===== src/assert_macros.svh =====
// Assertion macros used by the formatter RTL.
`ifndef ASSERT_MACROS_SVH
`define ASSERT_MACROS_SVH

// Check a property on every rising clock edge outside reset.
`define IFF_ASSERT(label, prop, msg) \
	label: assert property (@(posedge clk) disable iff (!arst_n) (prop)) else $error(msg);

// Check that a condition implies a property in the next cycle.
`define IFF_ASSERT_NEXT(label, cond, prop, msg) \
	label: assert property (@(posedge clk) disable iff (!arst_n) (cond) |=> (prop)) \
		else $error(msg);

`endif


===== src/iff_pkg.sv =====
// Types, constants and helpers for the integer field formatter.
package iff_pkg;

	localparam int unsigned MAX_WIDTH_DEF = 63;
	localparam int unsigned FW_W          = 6;
	localparam int unsigned VALUE_W       = 16;
	localparam int unsigned KIND_W        = 3;
	localparam int unsigned LEN_W         = 4;
	localparam int unsigned BUF_DEPTH     = 8;
	localparam int unsigned BUF_IDX_W     = 3;

	localparam logic [7:0] CH_SPACE = 8'h20;
	localparam logic [7:0] CH_PLUS  = 8'h2B;
	localparam logic [7:0] CH_MINUS = 8'h2D;
	localparam logic [7:0] CH_ZERO  = 8'h30;

	typedef enum logic [KIND_W-1:0] {
		KIND_SDEC   = 3'd0,
		KIND_UDEC   = 3'd1,
		KIND_OCT    = 3'd2,
		KIND_HEX_LO = 3'd3,
		KIND_HEX_UP = 3'd4,
		KIND_CHAR   = 3'd5
	} kind_t;

	typedef enum logic [1:0] {
		RADIX_10 = 2'd0,
		RADIX_8  = 2'd1,
		RADIX_16 = 2'd2
	} radix_t;

	typedef enum logic [2:0] {
		ST_IDLE = 3'd0,
		ST_CONV = 3'd1,
		ST_SIGN = 3'd2,
		ST_PLAN = 3'd3,
		ST_PRE  = 3'd4,
		ST_TEXT = 3'd5,
		ST_POST = 3'd6
	} state_t;

	typedef struct packed {
		logic [VALUE_W-1:0] quot;
		logic [3:0]         rem;
	} div_res_t;

	function automatic logic [7:0] digit_char(input logic [3:0] d, input logic upper);
		logic [7:0] d8;
		d8 = {4'b0000, d};
		if (d < 4'd10)
			return CH_ZERO + d8;
		else if (upper)
			return 8'h41 + d8 - 8'd10;
		else
			return 8'h61 + d8 - 8'd10;
	endfunction

endpackage


===== src/iff_radix_div.sv =====
// Shared divide-by-radix unit: one digit step for radix 10, 8 or 16.
module iff_radix_div
	import iff_pkg::*;
(
	input  logic [VALUE_W-1:0] num,
	input  radix_t             radix,
	output div_res_t           res
);

	logic [31:0]        prod;
	logic [VALUE_W-1:0] q10;
	logic [VALUE_W-1:0] back10;
	logic [VALUE_W-1:0] r10;

	// x / 10 == (x * 0xCCCD) >> 19 for every 16-bit x
	assign prod   = {16'h0000, num} * 32'h0000CCCD;
	assign q10    = {3'b000, prod[31:19]};
	assign back10 = {q10[VALUE_W-4:0], 3'b000} + {q10[VALUE_W-2:0], 1'b0};
	assign r10    = num - back10;

	always_comb begin
		case (radix)
			RADIX_10: begin
				res.quot = q10;
				res.rem  = r10[3:0];
			end
			RADIX_8: begin
				res.quot = {3'b000, num[VALUE_W-1:3]};
				res.rem  = {1'b0, num[2:0]};
			end
			RADIX_16: begin
				res.quot = {4'b0000, num[VALUE_W-1:4]};
				res.rem  = num[3:0];
			end
			default: begin
				res.quot = '0;
				res.rem  = '0;
			end
		endcase
	end

endmodule


===== src/integer_field_formatter_unit.sv =====
// After a request is accepted, the sequencer takes one digit per step from the shared radix
// divider (up to 6 digits), writes a sign if one is needed, plans the padding and then streams
// the field through the output register; a character request skips the digit steps.
// Throughput: one character per cycle once the field streams, while m_tready does not stall the
// output; s_tready is low until the last character of the field is in the output register.
// Unused kinds are accepted and give no output.
// Reset (arst_n low, asynchronous) returns the sequencer to idle and empties the output stage.
module integer_field_formatter_unit
	import iff_pkg::*;
#(
	parameter int unsigned MAX_WIDTH = MAX_WIDTH_DEF
) (
	input  logic        clk,
	input  logic        arst_n,
	input  logic        s_tvalid,
	output logic        s_tready,
	// value[15:0], field_width[21:16], left_justify[22], force_sign[23], space_sign[24],
	// zero_pad[25], zero fill[31:26]
	input  logic [31:0] s_tdata,
	// kind[2:0]
	input  logic [2:0]  s_tuser,
	output logic        m_tvalid,
	input  logic        m_tready,
	// out_char[7:0]
	output logic [7:0]  m_tdata,
	output logic        m_tlast
);

`include "assert_macros.svh"

	localparam logic [FW_W-1:0] WMAX = FW_W'(MAX_WIDTH);

	state_t state_q, state_d;

	logic [VALUE_W-1:0] num_q;
	radix_t             radix_q;
	logic               upper_q;
	logic               sign_need_q;
	logic [7:0]         sign_char_q;
	logic               left_q;
	logic [7:0]         padc_q;
	logic [FW_W-1:0]    width_q;
	logic [LEN_W-1:0]   len_q;
	logic [LEN_W-1:0]   txt_q;
	logic [BUF_IDX_W-1:0] rd_q;
	logic [FW_W-1:0]    pad_q;
	logic [7:0]         buf_q [BUF_DEPTH];

	div_res_t           div_res;
	logic               accept;
	logic               emit_en;
	logic               out_load;
	logic [7:0]         out_char;
	logic               out_last;
	kind_t              in_kind;
	logic [VALUE_W-1:0] in_value;
	logic [FW_W-1:0]    in_fw;
	logic               in_neg;
	logic [VALUE_W-1:0] in_num;
	radix_t             in_radix;
	logic               in_sign_need;
	logic [7:0]         in_sign_char;
	logic [LEN_W-1:0]   in_len;
	logic [BUF_IDX_W-1:0] wr_idx;
	logic [LEN_W-1:0]   rd_start;
	logic [FW_W-1:0]    len_ext;
	logic [FW_W-1:0]    padn;

	iff_radix_div u_div (
		.num   (num_q),
		.radix (radix_q),
		.res   (div_res)
	);

	assign s_tready = (state_q == ST_IDLE);
	assign accept   = s_tvalid && s_tready;
	assign emit_en  = !m_tvalid || m_tready;

	assign in_kind  = kind_t'(s_tuser);
	assign in_value = s_tdata[15:0];
	assign in_fw    = s_tdata[21:16];
	assign in_neg   = in_value[VALUE_W-1];

	assign in_num       = (in_kind == KIND_SDEC && in_neg) ? (VALUE_W'(0) - in_value) : in_value;
	assign in_radix     = (in_kind == KIND_OCT) ? RADIX_8 :
		((in_kind inside {KIND_HEX_LO, KIND_HEX_UP}) ? RADIX_16 : RADIX_10);
	assign in_sign_need = (in_kind == KIND_SDEC) && (s_tdata[23] || in_neg || s_tdata[24]);
	assign in_sign_char = in_neg ? CH_MINUS : (s_tdata[23] ? CH_PLUS : CH_SPACE);
	assign in_len       = (in_kind == KIND_CHAR) ? LEN_W'(1) : '0;

	assign wr_idx   = BUF_IDX_W'(LEN_W'(BUF_DEPTH - 1) - len_q);
	assign rd_start = LEN_W'(BUF_DEPTH) - len_q;
	assign len_ext  = {{(FW_W-LEN_W){1'b0}}, len_q};
	assign padn     = (width_q > len_ext) ? (width_q - len_ext) : '0;

	always_comb begin
		state_d  = state_q;
		out_load = 1'b0;
		out_char = CH_SPACE;
		out_last = 1'b0;
		case (state_q)
			ST_IDLE: begin
				if (accept) begin
					case (in_kind) inside
						KIND_SDEC, KIND_UDEC, KIND_OCT, KIND_HEX_LO, KIND_HEX_UP:
							state_d = ST_CONV;
						KIND_CHAR:
							state_d = ST_PLAN;
						default:
							state_d = ST_IDLE;
					endcase
				end
			end
			ST_CONV: begin
				if (div_res.quot == '0)
					state_d = sign_need_q ? ST_SIGN : ST_PLAN;
			end
			ST_SIGN: state_d = ST_PLAN;
			ST_PLAN: state_d = (!left_q && padn != '0) ? ST_PRE : ST_TEXT;
			ST_PRE: begin
				out_char = padc_q;
				if (emit_en) begin
					out_load = 1'b1;
					if (pad_q == FW_W'(1))
						state_d = ST_TEXT;
				end
			end
			ST_TEXT: begin
				out_char = buf_q[rd_q];
				out_last = (txt_q == LEN_W'(1)) && (!left_q || pad_q == '0);
				if (emit_en) begin
					out_load = 1'b1;
					if (txt_q == LEN_W'(1))
						state_d = (left_q && pad_q != '0) ? ST_POST : ST_IDLE;
				end
			end
			ST_POST: begin
				out_char = CH_SPACE;
				out_last = (pad_q == FW_W'(1));
				if (emit_en) begin
					out_load = 1'b1;
					if (pad_q == FW_W'(1))
						state_d = ST_IDLE;
				end
			end
			default: state_d = ST_IDLE;
		endcase
	end

	always_ff @(posedge clk or negedge arst_n) begin
		if (!arst_n)
			state_q <= ST_IDLE;
		else
			state_q <= state_d;
	end

	always_ff @(posedge clk) begin
		case (state_q)
			ST_IDLE: begin
				if (accept) begin
					len_q       <= in_len;
					left_q      <= s_tdata[22];
					padc_q      <= (s_tdata[25] && !s_tdata[22]) ? CH_ZERO : CH_SPACE;
					width_q     <= (in_fw > WMAX) ? WMAX : in_fw;
					upper_q     <= (in_kind == KIND_HEX_UP);
					sign_need_q <= in_sign_need;
					sign_char_q <= in_sign_char;
					num_q       <= in_num;
					radix_q     <= in_radix;
					if (in_kind == KIND_CHAR)
						buf_q[BUF_DEPTH-1] <= in_value[7:0];
				end
			end
			ST_CONV: begin
				buf_q[wr_idx] <= digit_char(div_res.rem, upper_q);
				num_q         <= div_res.quot;
				len_q         <= len_q + LEN_W'(1);
			end
			ST_SIGN: begin
				buf_q[wr_idx] <= sign_char_q;
				len_q         <= len_q + LEN_W'(1);
			end
			ST_PLAN: begin
				rd_q  <= rd_start[BUF_IDX_W-1:0];
				txt_q <= len_q;
				pad_q <= padn;
			end
			ST_PRE, ST_POST: begin
				if (emit_en)
					pad_q <= pad_q - FW_W'(1);
			end
			ST_TEXT: begin
				if (emit_en) begin
					rd_q  <= rd_q + BUF_IDX_W'(1);
					txt_q <= txt_q - LEN_W'(1);
				end
			end
			default: ;
		endcase
	end

	always_ff @(posedge clk or negedge arst_n) begin
		if (!arst_n)
			m_tvalid <= 1'b0;
		else if (out_load)
			m_tvalid <= 1'b1;
		else if (m_tready)
			m_tvalid <= 1'b0;
	end

	always_ff @(posedge clk) begin
		if (out_load) begin
			m_tdata <= out_char;
			m_tlast <= out_last;
		end
	end

	`IFF_ASSERT(a_conv_nonzero, (state_q == ST_CONV && len_q != '0) |-> (num_q != '0),
		"digit loop runs on a zero quotient")
	`IFF_ASSERT(a_text_len, (state_q == ST_TEXT) |-> (txt_q != '0 && txt_q <= len_q),
		"text counter out of range")
	`IFF_ASSERT_NEXT(a_pre_right, (state_q == ST_PLAN), (state_q != ST_PRE || !left_q),
		"leading pad on a left-justified field")
	`IFF_ASSERT(a_busy_ready, (state_q != ST_IDLE) |-> !s_tready,
		"request taken while a field is in progress")

endmodule


===== config.mk =====
export PLATFORM = sky130hd
export DESIGN_NAME = integer_field_formatter_unit
export DESIGN_NICKNAME = d
export VERILOG_FILES = /design/src/iff_pkg.sv /design/src/iff_radix_div.sv /design/src/integer_field_formatter_unit.sv
export VERILOG_INCLUDE_DIRS = /design/src /design/src/src
export SDC_FILE = /design/constraint.sdc
export NUM_CORES = 1
export LEC_CHECK = 0
export ABC_AREA = 1
export BUFFER_PORTS_ARGS = -buffer_cell sky130_fd_sc_hd__buf_2
export CAP_MARGIN = 20
export CORE_ASPECT_RATIO = 1.1
export CORE_UTILIZATION = 45
export DETAILED_ROUTE_END_ITERATION = 10
export GPL_TIMING_DRIVEN = 0
export PLACE_DENSITY = 0.7
export RECOVER_POWER = 50
export REMOVE_ABC_BUFFERS = 1
export SLEW_MARGIN = 20
export SYNTH_ARGS = -nofsm -noshare
export SYNTH_HDL_FRONTEND = slang
export SYNTH_SLANG_ARGS = --single-unit

===== constraint.sdc =====
create_clock -name clk -period 15.6 [get_ports clk]
set_input_delay 1.56 -clock clk [delete_from_list [all_inputs] [get_ports clk]]
set_output_delay 1.56 -clock clk [all_outputs]
set_load 0.005 [all_outputs]

==> results of run 1 <==
worst max-delay path: cells and delay by family, from the launching register on:
family                     cells  cell delay (ns)
AOI/OAI and AO/OA              4             0.88
and+or+nand+nor               11             1.28
buffers and inverters          6             0.49
DFF                            1             0.61
adders and majority gates      8             3.92
synthesized netlist by cell type (3+ instances only):
| library cell | n |
|---|---|
| fa_1 | 81 |
| a31oi_1 | 7 |
| edfxtp_1 | 121 |
| o21bai_1 | 5 |
| nand2_1 | 196 |
| dfrtp_1 | 4 |
| a21oi_1 | 38 |
| nand3b_1 | 5 |
| o21ai_0 | 84 |
| xor2_1 | 22 |
| a21oi_2 | 4 |
| clkbuf_1 | 24 |
| nand4_1 | 8 |
| nor2_1 | 124 |
| o22ai_1 | 21 |
| nor3_1 | 14 |
| mux2_2 | 3 |
| inv_2 | 3 |
| nand3_2 | 5 |
| xnor2_1 | 7 |
| o21ai_1 | 7 |
| nor2_2 | 4 |
| nand3_1 | 60 |
| ha_1 | 148 |
| nand2_2 | 10 |
| o211ai_1 | 3 |
| dfxtp_1 | 3 |
| a21o_1 | 7 |
| inv_1 | 308 |
routing by layer:
layer,wire (um),share of wire,global-route usage
met5,0,0,0
met4,609,0.021,0.0716
met3,1710,0.058,0.0266
met2,13900,0.47,0.381
met1,13200,0.45,0.318
layout by cell type, fill, tap and decap left out, types with 4 or more instances in the layout:
cell type	count
nand3b_1	5
clkbuf_16	17
edfxtp_1	121
a31oi_1	7
dfrtp_1	4
nor2_1	124
nand3_2	5
a21oi_1	38
fa_1	81
nand2_2	10
xnor2_1	7
o21bai_1	5
buf_2	24
nor3_1	12
a21oi_2	4
ha_1	148
o22ai_1	21
inv_1	308
o21ai_1	6
nor2_2	4
o21ai_0	85
nand2_1	196
nand4_1	8
a21o_1	7
inv_6	6
clkbuf_1	19
xor2_1	22
nand3_1	60
stage by stage:
stage	hold WS [ns]	setup WS, ns	cell area, um2	util
after floorplan	0.481	9.34	11700	-
after global placement	0.494	8.23	12400	0.485
after detailed placement	0.505	8.14	12400	0.486
after CTS	0.523	8.11	13000	0.510
after global routing	0.551	7.65	13000	0.509
final	0.531	8.10	13000	0.509
cells by family (layout without fill, tap and decap cells):
| logic type | Yosys count | count (layout) | synth area share |
|---|---|---|---|
| DFF | 128 | 128 | 0.320 |
| adders and majority gates | 229 | 229 | 0.293 |
| and+or+nand+nor | 442 | 442 | 0.164 |
| xor gates and xnor gates | 29 | 29 | 0.0215 |
| buffers and inverters | 338 | 389 | 0.107 |
| AOI/OAI and AO/OA | 188 | 188 | 0.0903 |
| muxes | 3 | 3 | 0.00285 |
final timing paths:
check,cells after the start,end,slack (ns),startpoint
setup / recovery,29,buf_q[2][6]$_DFFE_PP_,8.10,num_q[5]$_DFFE_PP_
hold / removal,1,register,0.53,rd_q[1]$_DFFE_PP_
setup reg to reg,29,buf_q[2][6]$_DFFE_PP_,8.10,num_q[5]$_DFFE_PP_
hold reg to reg,1,register,0.53,rd_q[1]$_DFFE_PP_
max in group asynchronous,1,state_q[0]$_DFFE_PN0P_,14.41,arst_n
min in group asynchronous,1,m_tvalid$_DFFE_PN0P_,0.98,arst_n
sequential cells by signal (all words and copies together), names as in the netlist, 2 cells and up, named ones only:
register and cells:
buf_q 64, len_q 4, m_tdata 8, num_q 16, pad_q 6, radix_q 2, rd_q 3, sign_char_q 3
state_q 3, txt_q 4, width_q 6
cell type report:
type	count	share of cell area
Tap cell	346	0.0333
Inverter	313	0.0903
Clock inverter	15	0.0149
Sequential cell	128	0.292
Multi-Input combinational cell	891	0.522
Clock buffer	17	0.0327
Timing Repair Buffer	44	0.0156
==> results.ini, run 1 <==
[cts]
postCtsSetupBuffers = 0
cts_sinks = 128
clkTransAtPathRegs_ns = 0.07
cts_buffer_depth = 2
cts_tree = built
cts.hold.buffers_added = 0
ctsResizeCount = 0
cts-root-buf = clkbuf_16
cts-htree-levels = 4
cts_buffers = 17
clock_latency_ns = 0.41

[global_routing]
grt_overflow_total = 0
antenna_found_initial = 0
track_usage = 0.231
grt_pass1_wl_mm = 47.0
grt_pass1_vias = 8990
grt_max_degree = 34

[worst_setup_path]
end_kind = register
arrival_ns = 7.61
crit_top_cell = inv_1
critPathLaunchType = register
critical_path.max_fanout = 8
slowest_stage = edfxtp_1
cp.required_ns = 15.71
slowest_delay_ns = 0.61
crit_type = register to register

[route]
vias = 9242
drc = 0
drt-pass1-iter-count = 7
routed_wire_length_per_instance_um = 16.8
drt_first_iter_violations = 655
routed_wl_mm = 29.4
drtAntennaViolNets = 0
viasPerCell = 5.27

[cells_and_area]
fin_cells = 1754
fin_nets = 1663
register_area_um2 = 3790
multiInputGateArea_um2 = 6780
drive_above_1_share = 0.0689
fill_cells = 2359
syn_to_final_growth_pct = 9.88
diodes = 0

[synth]
ys.flop_type = edfxtp_1
synth_edf_count = 121
synth_top_cell_by_area = edfxtp_1
ys_seq_area_frac = 0.320
ys_types = 52
yosysWarnings = 0
synth_top_area_share = 0.307
ys_top_cells_by_area = edfxtp_1 31%, ha_1 16%, fa_1 14%, inv_1 9.8%, nand2_1 6.2%
asyncSetResetFlopFracSynth = 0.0313
syn_area_um2 = 11800
syn_inst = 1357
synth_seq_cells = 128
synth_area_per_cell_um2 = 8.72

[sta]
clock_skew_ns = 0.0125
grt_setup_unrepaired = false
fin_crit_sh = 0.481
maxSlewViolCount = 0
setup_viol = 0
tns_ns = 0
max_freq_mhz = 133
period_needed_ns = 7.50
hold_viol_final = 0
max_slew_margin = 0.0753
worst_pin_slew_ns = 1.37

[outcome]
status = finished clean

[floorplan]
start_util = 0.463
die_y_um = 172
core_area_um2 = 25600
die-area_um2 = 27000
num_io_pins = 50
die_x_um = 157
row_count = 61

[run]
maxCapViolCount = 0

[placed_design]
dp_cells = 1722
port_buffers = 43
gp_congestion = 0.987
dp_hpwl_mm = 23.5

[hold_path]
hold_class = register to register

Power of run 1 is not shown: default switching activity piles up to over one toggle a cycle in this logic, so the estimate is an artifact.
==> run 2: changes to the inputs <==
PLACE_DENSITY = 0.73   (was 0.7)
clock period = 6.2 ns   (was 15.6 ns; I/O delays follow)
==> run 2 against run 1 <==
  * The flow now finishes with violations (setup timing)
  * Final area up 7.3%
  * Routed wire length up 7.1%
  * Utilization up 3.7 points
  * Fmax up 19%
  * First-iteration DRC count up 10%
  * Final cell count up 3.2%
  * Non-clock buffer count up 57
  * Global-route usage up 1.1 points
  * Die area unchanged
  * Worst hold slack worse by 0.16 ns
  * Clock skew up 0.0057 ns
  * Critical path depth up 5
==> results.ini, run 2 (synthesis results as in run 1) <==
[outcome]
status = finished with violations
violations = setup timing

[route]
vias = 9643  ; +4.3%
routed_wire_length_per_instance_um = 17.4  ; +3.7%
viasPerCell = 5.32  ; +1.1%
drtAntennaViolNets = 0  ; unchanged
drt_first_iter_violations = 722  ; +10%
routed_wl_mm = 31.5  ; +7.1%
drt-pass1-iter-count = 6  ; -1
drc = 0  ; unchanged

[worst_setup_path]
crit_top_cell = nand2_2
slowest_stage = fa_1
end_kind = register
critical_path.max_fanout = 8  ; unchanged
reg2reg_slack_ns = -0.12  ; -8.22 ns
reg2reg_to = buf_q[7][0]$_DFFE_PP_
path_buf_inv = 7  ; +1
crit_type = register to register
slowest_delay_ns = 0.56  ; -0.05 ns
cp.required_ns = 6.41  ; -9.30 ns
path_depth = 34  ; +17%
reg2regPathDepth = 34  ; +17%
critPathLaunchType = register
crit_family = adder cells
arrival_ns = 6.53  ; -1.08 ns
reg2reg_from = num_q[5]$_DFFE_PP_

[cts]
clock_latency_ns = 0.42  ; about the same
cts_buffers = 17  ; unchanged
cts-htree-levels = 4  ; unchanged
cts_tree = built
clkTransAtPathRegs_ns = 0.07  ; about the same
cts_buffer_depth = 2  ; unchanged
cts-root-buf = clkbuf_16
cts_sinks = 128  ; unchanged

[placed_design]
dp_hpwl_mm = 23.5  ; -0.11%
dp_cells = 1722  ; unchanged
dpl_cell_area_um2 = 12400  ; about the same
gp_congestion = 0.933  ; -5.5%
port_buffers = 43  ; unchanged

[hold_path]
min_path_cells = 1  ; unchanged
hold_class = input pin to register
hold_path_end = width_q[0]$_SDFFCE_PN1P_
min_from = s_tdata[16]

[global_routing]
use_met2 = 0.423  ; +0.0427
grt_max_degree = 34  ; unchanged
gr-usage-met1 = 0.301  ; -0.0174
track_usage = 0.242  ; +0.0106
busiest_layer = met2
grt_pass1_vias = 9603  ; +6.8%
grt_pass1_wl_mm = 49.2  ; +4.6%
grt_overflow_total = 0  ; unchanged
antenna_found_initial = 0  ; unchanged
met3_usage = 0.0376  ; +0.0110

[sta]
max_freq_mhz = 158  ; +19%
clock_skew_ns = 0.0182  ; +0.00570 ns
max_slew_margin = 0.125  ; +0.0500
grt_setup_unrepaired = true
period_needed_ns = 6.32  ; -1.18 ns
worst_pin_slew_ns = 1.31  ; -0.0653 ns
fin_hold_ws_ns = 0.374  ; -0.157 ns
fin_ws_ns = -0.116  ; -8.22 ns
setup_viol = 59  ; +59
fin_crit_sh = 1.02  ; +0.538
maxSlewViolCount = 0  ; unchanged
hold_viol_final = 0  ; unchanged

[cells_and_area]
drive_above_1_share = 0.159  ; +0.0902
fin_cells = 1811  ; +3.2%
final_common_cell = inv_1
largest_reg_flops = 64  ; unchanged
layout_common_cells = 294 x inv_1, 182 x nand2_1, 122 x ha_1
regMostFlops = buf_q
fin_nets = 1720  ; +3.4%
final_area_um2 = 14000  ; +7.3%
syn_to_final_growth_pct = 17.9
reg_top3 = buf_q (64), num_q (16), m_tdata (8)
diodes = 0  ; unchanged
fill_cells = 2231  ; -5.4%

[floorplan]
die_y_um = 172  ; unchanged
die_x_um = 157  ; unchanged
core_area_um2 = 25600  ; unchanged
num_io_pins = 50  ; unchanged
row_count = 61  ; unchanged
start_util = 0.463  ; unchanged
die-area_um2 = 27000  ; unchanged

[run]
maxCapViolCount = 0  ; unchanged

## run 2: per-stage QoR
stage	worst slack [ns]	TNS (ns)	util
6_report	-0.116	-4.16	0.546
5_1_grt	-0.327	-16.70	0.546
4_1_cts	-0.151	-6.25	0.535
3_5_place_dp	-1.24	-62.31	0.486
3_3_place_gp	-1.11	-55.23	0.485
2_1_floorplan	-0.0570	-1.47	-
## run 2: final cells by class
cell class / count / area (um2) / share of cell area
inverter: 313 / 1170 / 0.0842
clock inverter: 15 / 160 / 0.0115
tap: 346 / 433 / 0.0310
timing repair buffer: 101 / 672 / 0.0482
multi-input combinational: 891 / 7290 / 0.523
sequential: 128 / 3790 / 0.272
clock buffer: 17 / 425 / 0.0305
## run 2: worst max path at each step
| stage | slack (ns) | end | startpoint |
|---|---|---|---|
| 2_1_floorplan | -0.06 | buf_q[0][3]$_DFFE_PP_ | num_q[4]$_DFFE_PP_ |
| 3_3_place_gp | -1.11 | buf_q[2][3]$_DFFE_PP_ | num_q[5]$_DFFE_PP_ |
| 3_5_place_dp | -1.24 | buf_q[0][3]$_DFFE_PP_ | num_q[5]$_DFFE_PP_ |
| 4_1_cts | -0.15 | buf_q[6][0]$_DFFE_PP_ | num_q[5]$_DFFE_PP_ |
| 5_1_grt | -0.33 | buf_q[7][0]$_DFFE_PP_ | num_q[5]$_DFFE_PP_ |
| 6_report | -0.12 | buf_q[7][0]$_DFFE_PP_ | num_q[5]$_DFFE_PP_ |
## run 2: worst register-to-register path: cells and delay by family (launching register included)
kind / cells / cell delay [ns]
simple gates: 17 / 1.48
flops: 1 / 0.44
compound gates: 1 / 0.28
xor+xnor: 1 / 0.15
buf+inv: 7 / 0.48
fa+ha+maj: 8 / 3.24
## run 2: what timing repair did
| action | in CTS | in global routing |
|---|---|---|
| resized for setup | 65 | 41 |
| buffers inserted | 42 | 14 |
| hold endpoints to repair | 4 | 0 |
| hold buffers | 1 | 0 |
| pin swaps | 25 | 30 |
| endpoints found under the setup margin | 59 | 59 |
## run 2: layer usage
metal,vias to the layer above,share of wire
met4,0,0.027
met1,4627,0.41
li1,4583,-
met5,-,0
met3,62,0.065
met2,371,0.50
Power of run 2 is left out for the same reason.
==> run 3: changes to the inputs <==
ABC_AREA = not set   (was 1)
SYNTH_HIERARCHICAL = 1   (was not set)
==> run 3 against run 2 <==
  * The flow still finishes with violations (setup timing)
  * Synthesized cell count shrank 21%
  * Die area down 3.6%
  * Via count fell by 12%
  * Synthesized area is 3.6% lower
  * Critical path depth shrank 5
  * Non-clock buffer count increased by 14
==> results.ini, run 3 <==
[cts]
cts_buffers = 17  ; unchanged
clkTransAtPathRegs_ns = 0.07  ; about the same
cts_tree = built
cts-root-buf = clkbuf_16
cts_buffer_depth = 2  ; unchanged
cts-htree-levels = 4  ; unchanged
clock_latency_ns = 0.43  ; about the same
cts_sinks = 128  ; unchanged

[route]
drt_first_iter_violations = 577  ; -20%
drtAntennaViolNets = 0  ; unchanged
routed_wl_mm = 28.8  ; -8.5%
routed_wire_length_per_instance_um = 19.2  ; +11%
viasPerCell = 5.63  ; +5.8%
vias = 8441  ; -12%
drt-pass1-iter-count = 7  ; +1
drc = 0  ; unchanged

[worst_setup_path]
end_kind = register
reg2reg_to = buf_q[6][2]$_DFFE_PP_
reg2reg_slack_ns = -1.45  ; -1.34 ns
reg2regPathDepth = 29  ; -15%
crit_type = register to register
cp.required_ns = 6.47  ; +0.06 ns
arrival_ns = 7.93  ; +1.40 ns
reg2reg_from = num_q[3]$_DFFE_PP_
slowest_delay_ns = 0.55  ; about the same
crit_end = buf_q[6][2]$_DFFE_PP_
critical_path.max_fanout = 8  ; unchanged
crit_path_start = num_q[3]$_DFFE_PP_
critPathLaunchType = register
crit_top_cell = fa_1
slowest_stage = edfxtp_1

[outcome]
violations = setup timing
status = finished with violations

[synth]
synth_mux_area_frac = 0.0516  ; +0.0487
synth_most_common_cell = inv_1
syn_inst = 1075  ; -21%
synth_area_per_cell_um2 = 10.6  ; +22%
ys_top_cells_by_area = edfxtp_1 32%, ha_1 16%, fa_1 14%, inv_1 6.8%, mux4_2 3.2%
ys_seq_area_frac = 0.333  ; +0.0121
synth_top_family_by_area = adder cells
asyncSetResetFlopFracSynth = 0.0313  ; unchanged
syn_area_um2 = 11400  ; -3.6%
synth_compound_area_frac = 0.103  ; +0.0125
synth-simple-area-share = 0.0897  ; -0.0745
yosysWarnings = 6  ; +6
synth_top_area_share = 0.319  ; +0.0116
synth_top_cell_by_area = edfxtp_1
synth_xor_area_frac = 0.0369  ; +0.0154
synthAdderAreaFrac = 0.302  ; +0.00891
yosys-top-cells-count = 208 x inv_1, 146 x ha_1, 121 x edfxtp_1, 81 x fa_1, 71 x nand2_1
synth_edf_count = 121  ; unchanged
ys_types = 82  ; +58%
ys.flop_type = edfxtp_1
synth_seq_cells = 128  ; unchanged

[sta]
max_freq_mhz = 131  ; -17%
hold_viol_final = 0  ; unchanged
grt_setup_unrepaired = true
fin_hold_ws_ns = 0.365  ; -0.00898 ns
clock_skew_ns = 0.0103  ; -0.00796 ns
fin_crit_sh = 1.23  ; +0.216
period_needed_ns = 7.65  ; +1.34 ns
fin_ws_ns = -1.45  ; -1.34 ns
setup_viol = 60  ; +1.7%
worst_pin_slew_ns = 1.02  ; -0.287 ns
max_slew_margin = 0.319  ; +0.193
maxSlewViolCount = 0  ; unchanged

[global_routing]
track_usage = 0.223  ; -0.0186
grt_pass1_vias = 8625  ; -10%
grt_pass1_wl_mm = 44.5  ; -9.5%
grt_overflow_total = 0  ; unchanged
antenna_found_initial = 1  ; +1
grt_max_degree = 28  ; -18%

[floorplan]
row_count = 60  ; -1.6%
die-area_um2 = 26000  ; -3.6%
die_y_um = 169  ; -1.8%
die_x_um = 154  ; -1.8%
core_area_um2 = 24700  ; -3.4%
num_io_pins = 50  ; unchanged
start_util = 0.462  ; -0.00118

[cells_and_area]
final_common_cell = inv_1
drive_above_1_share = 0.221  ; +0.0615
regMostFlops = buf_q
finish.utilization = 0.552  ; +0.00640
layout_common_cells = 191 x inv_1, 124 x ha_1, 121 x edfxtp_1
largest_reg_flops = 64  ; unchanged
diodes = 0  ; unchanged
final_area_um2 = 13600  ; -2.3%
fin_nets = 1441  ; -16%
reg_top3 = buf_q (64), num_q (16), m_tdata (8)
syn_to_final_growth_pct = 19.5
fin_cells = 1498  ; -17%

[placed_design]
gp_congestion = 0.885  ; -5.2%
dpl_cell_area_um2 = 11900  ; -3.9%
dp_cells = 1399  ; -19%
dp_hpwl_mm = 20.2  ; -14%
port_buffers = 43  ; unchanged

[hold_path]
hold_class = input pin to register

[run]
maxCapViolCount = 0  ; unchanged

run 3: kinds of logic after synthesis:
group,count (synthesis)
adders and majority gates,227
xor gates and xnor gates,48
and+or+nand+nor,208
muxes,38
buffers and inverters,246
AOI/OAI and AO/OA,179
DFF,128
other,1
run 3: area by class of cell:
cell class | instances | area (um2)
fillers | 1926 | 11100
multi-input cells | 703 | 7270
flip-flops and latches | 128 | 3790
repair buffers | 115 | 808
inverters | 210 | 788
clock buffers | 17 | 425
well taps | 310 | 388
clock inverters | 15 | 165
run 3: metrics by stage:
stage               setup TNS, ns  setup slack, ns
finish                     -73.74            -1.45
global route               -90.86            -1.70
CTS                        -62.40            -1.23
detailed placement        -143.42            -2.86
global placement          -136.48            -2.67
floorplan                  -58.19            -1.22
run 3: how the worst min path moves through the flow:
stage | start | endpoint | depth (start not counted)
after floorplan | arst_n | m_tvalid$_DFFE_PN0P_ | 0
final | s_tdata[18] | width_q[2]$_SDFFCE_PN1P_ | 1
after detailed placement | arst_n | m_tvalid$_DFFE_PN0P_ | 1
after global routing | s_tdata[17] | width_q[1]$_SDFFCE_PN1P_ | 1
after global placement | arst_n | m_tvalid$_DFFE_PN0P_ | 1
after CTS | s_tdata[16] | width_q[0]$_SDFFCE_PN1P_ | 1
run 3: worst max-delay path: cells and delay by family, from the launching register on:
family / cells / cell delay (ns)
XOR/XNOR: 2 / 0.41
multiplexers: 3 / 0.77
AND/OR/NAND/NOR: 5 / 0.84
buffers and inverters: 6 / 0.60
flip-flops: 1 / 0.55
adder cells (fa/ha/maj): 8 / 3.49
AO/OA/AOI/OAI: 5 / 0.85
run 3: what timing repair did:
| action | 4_1_cts | 5_1_grt |
|---|---|---|
| hold endpoints to repair | 3 | 0 |
| cloned | 0 | 0 |
| setup buffers | 49 | 17 |
| hold buffers | 1 | 0 |
| gates resized for setup | 72 | 45 |
| pin swaps | 57 | 29 |
| setup endpoints to repair | 68 | 68 |
run 3: routing by layer:
layer	GRT usage	routed length (um)
met4	0.0783	993
met1	0.276	11400
met3	0.0294	1640
met5	0	9
met2	0.399	14700
Power of run 3 is left out for the same reason.
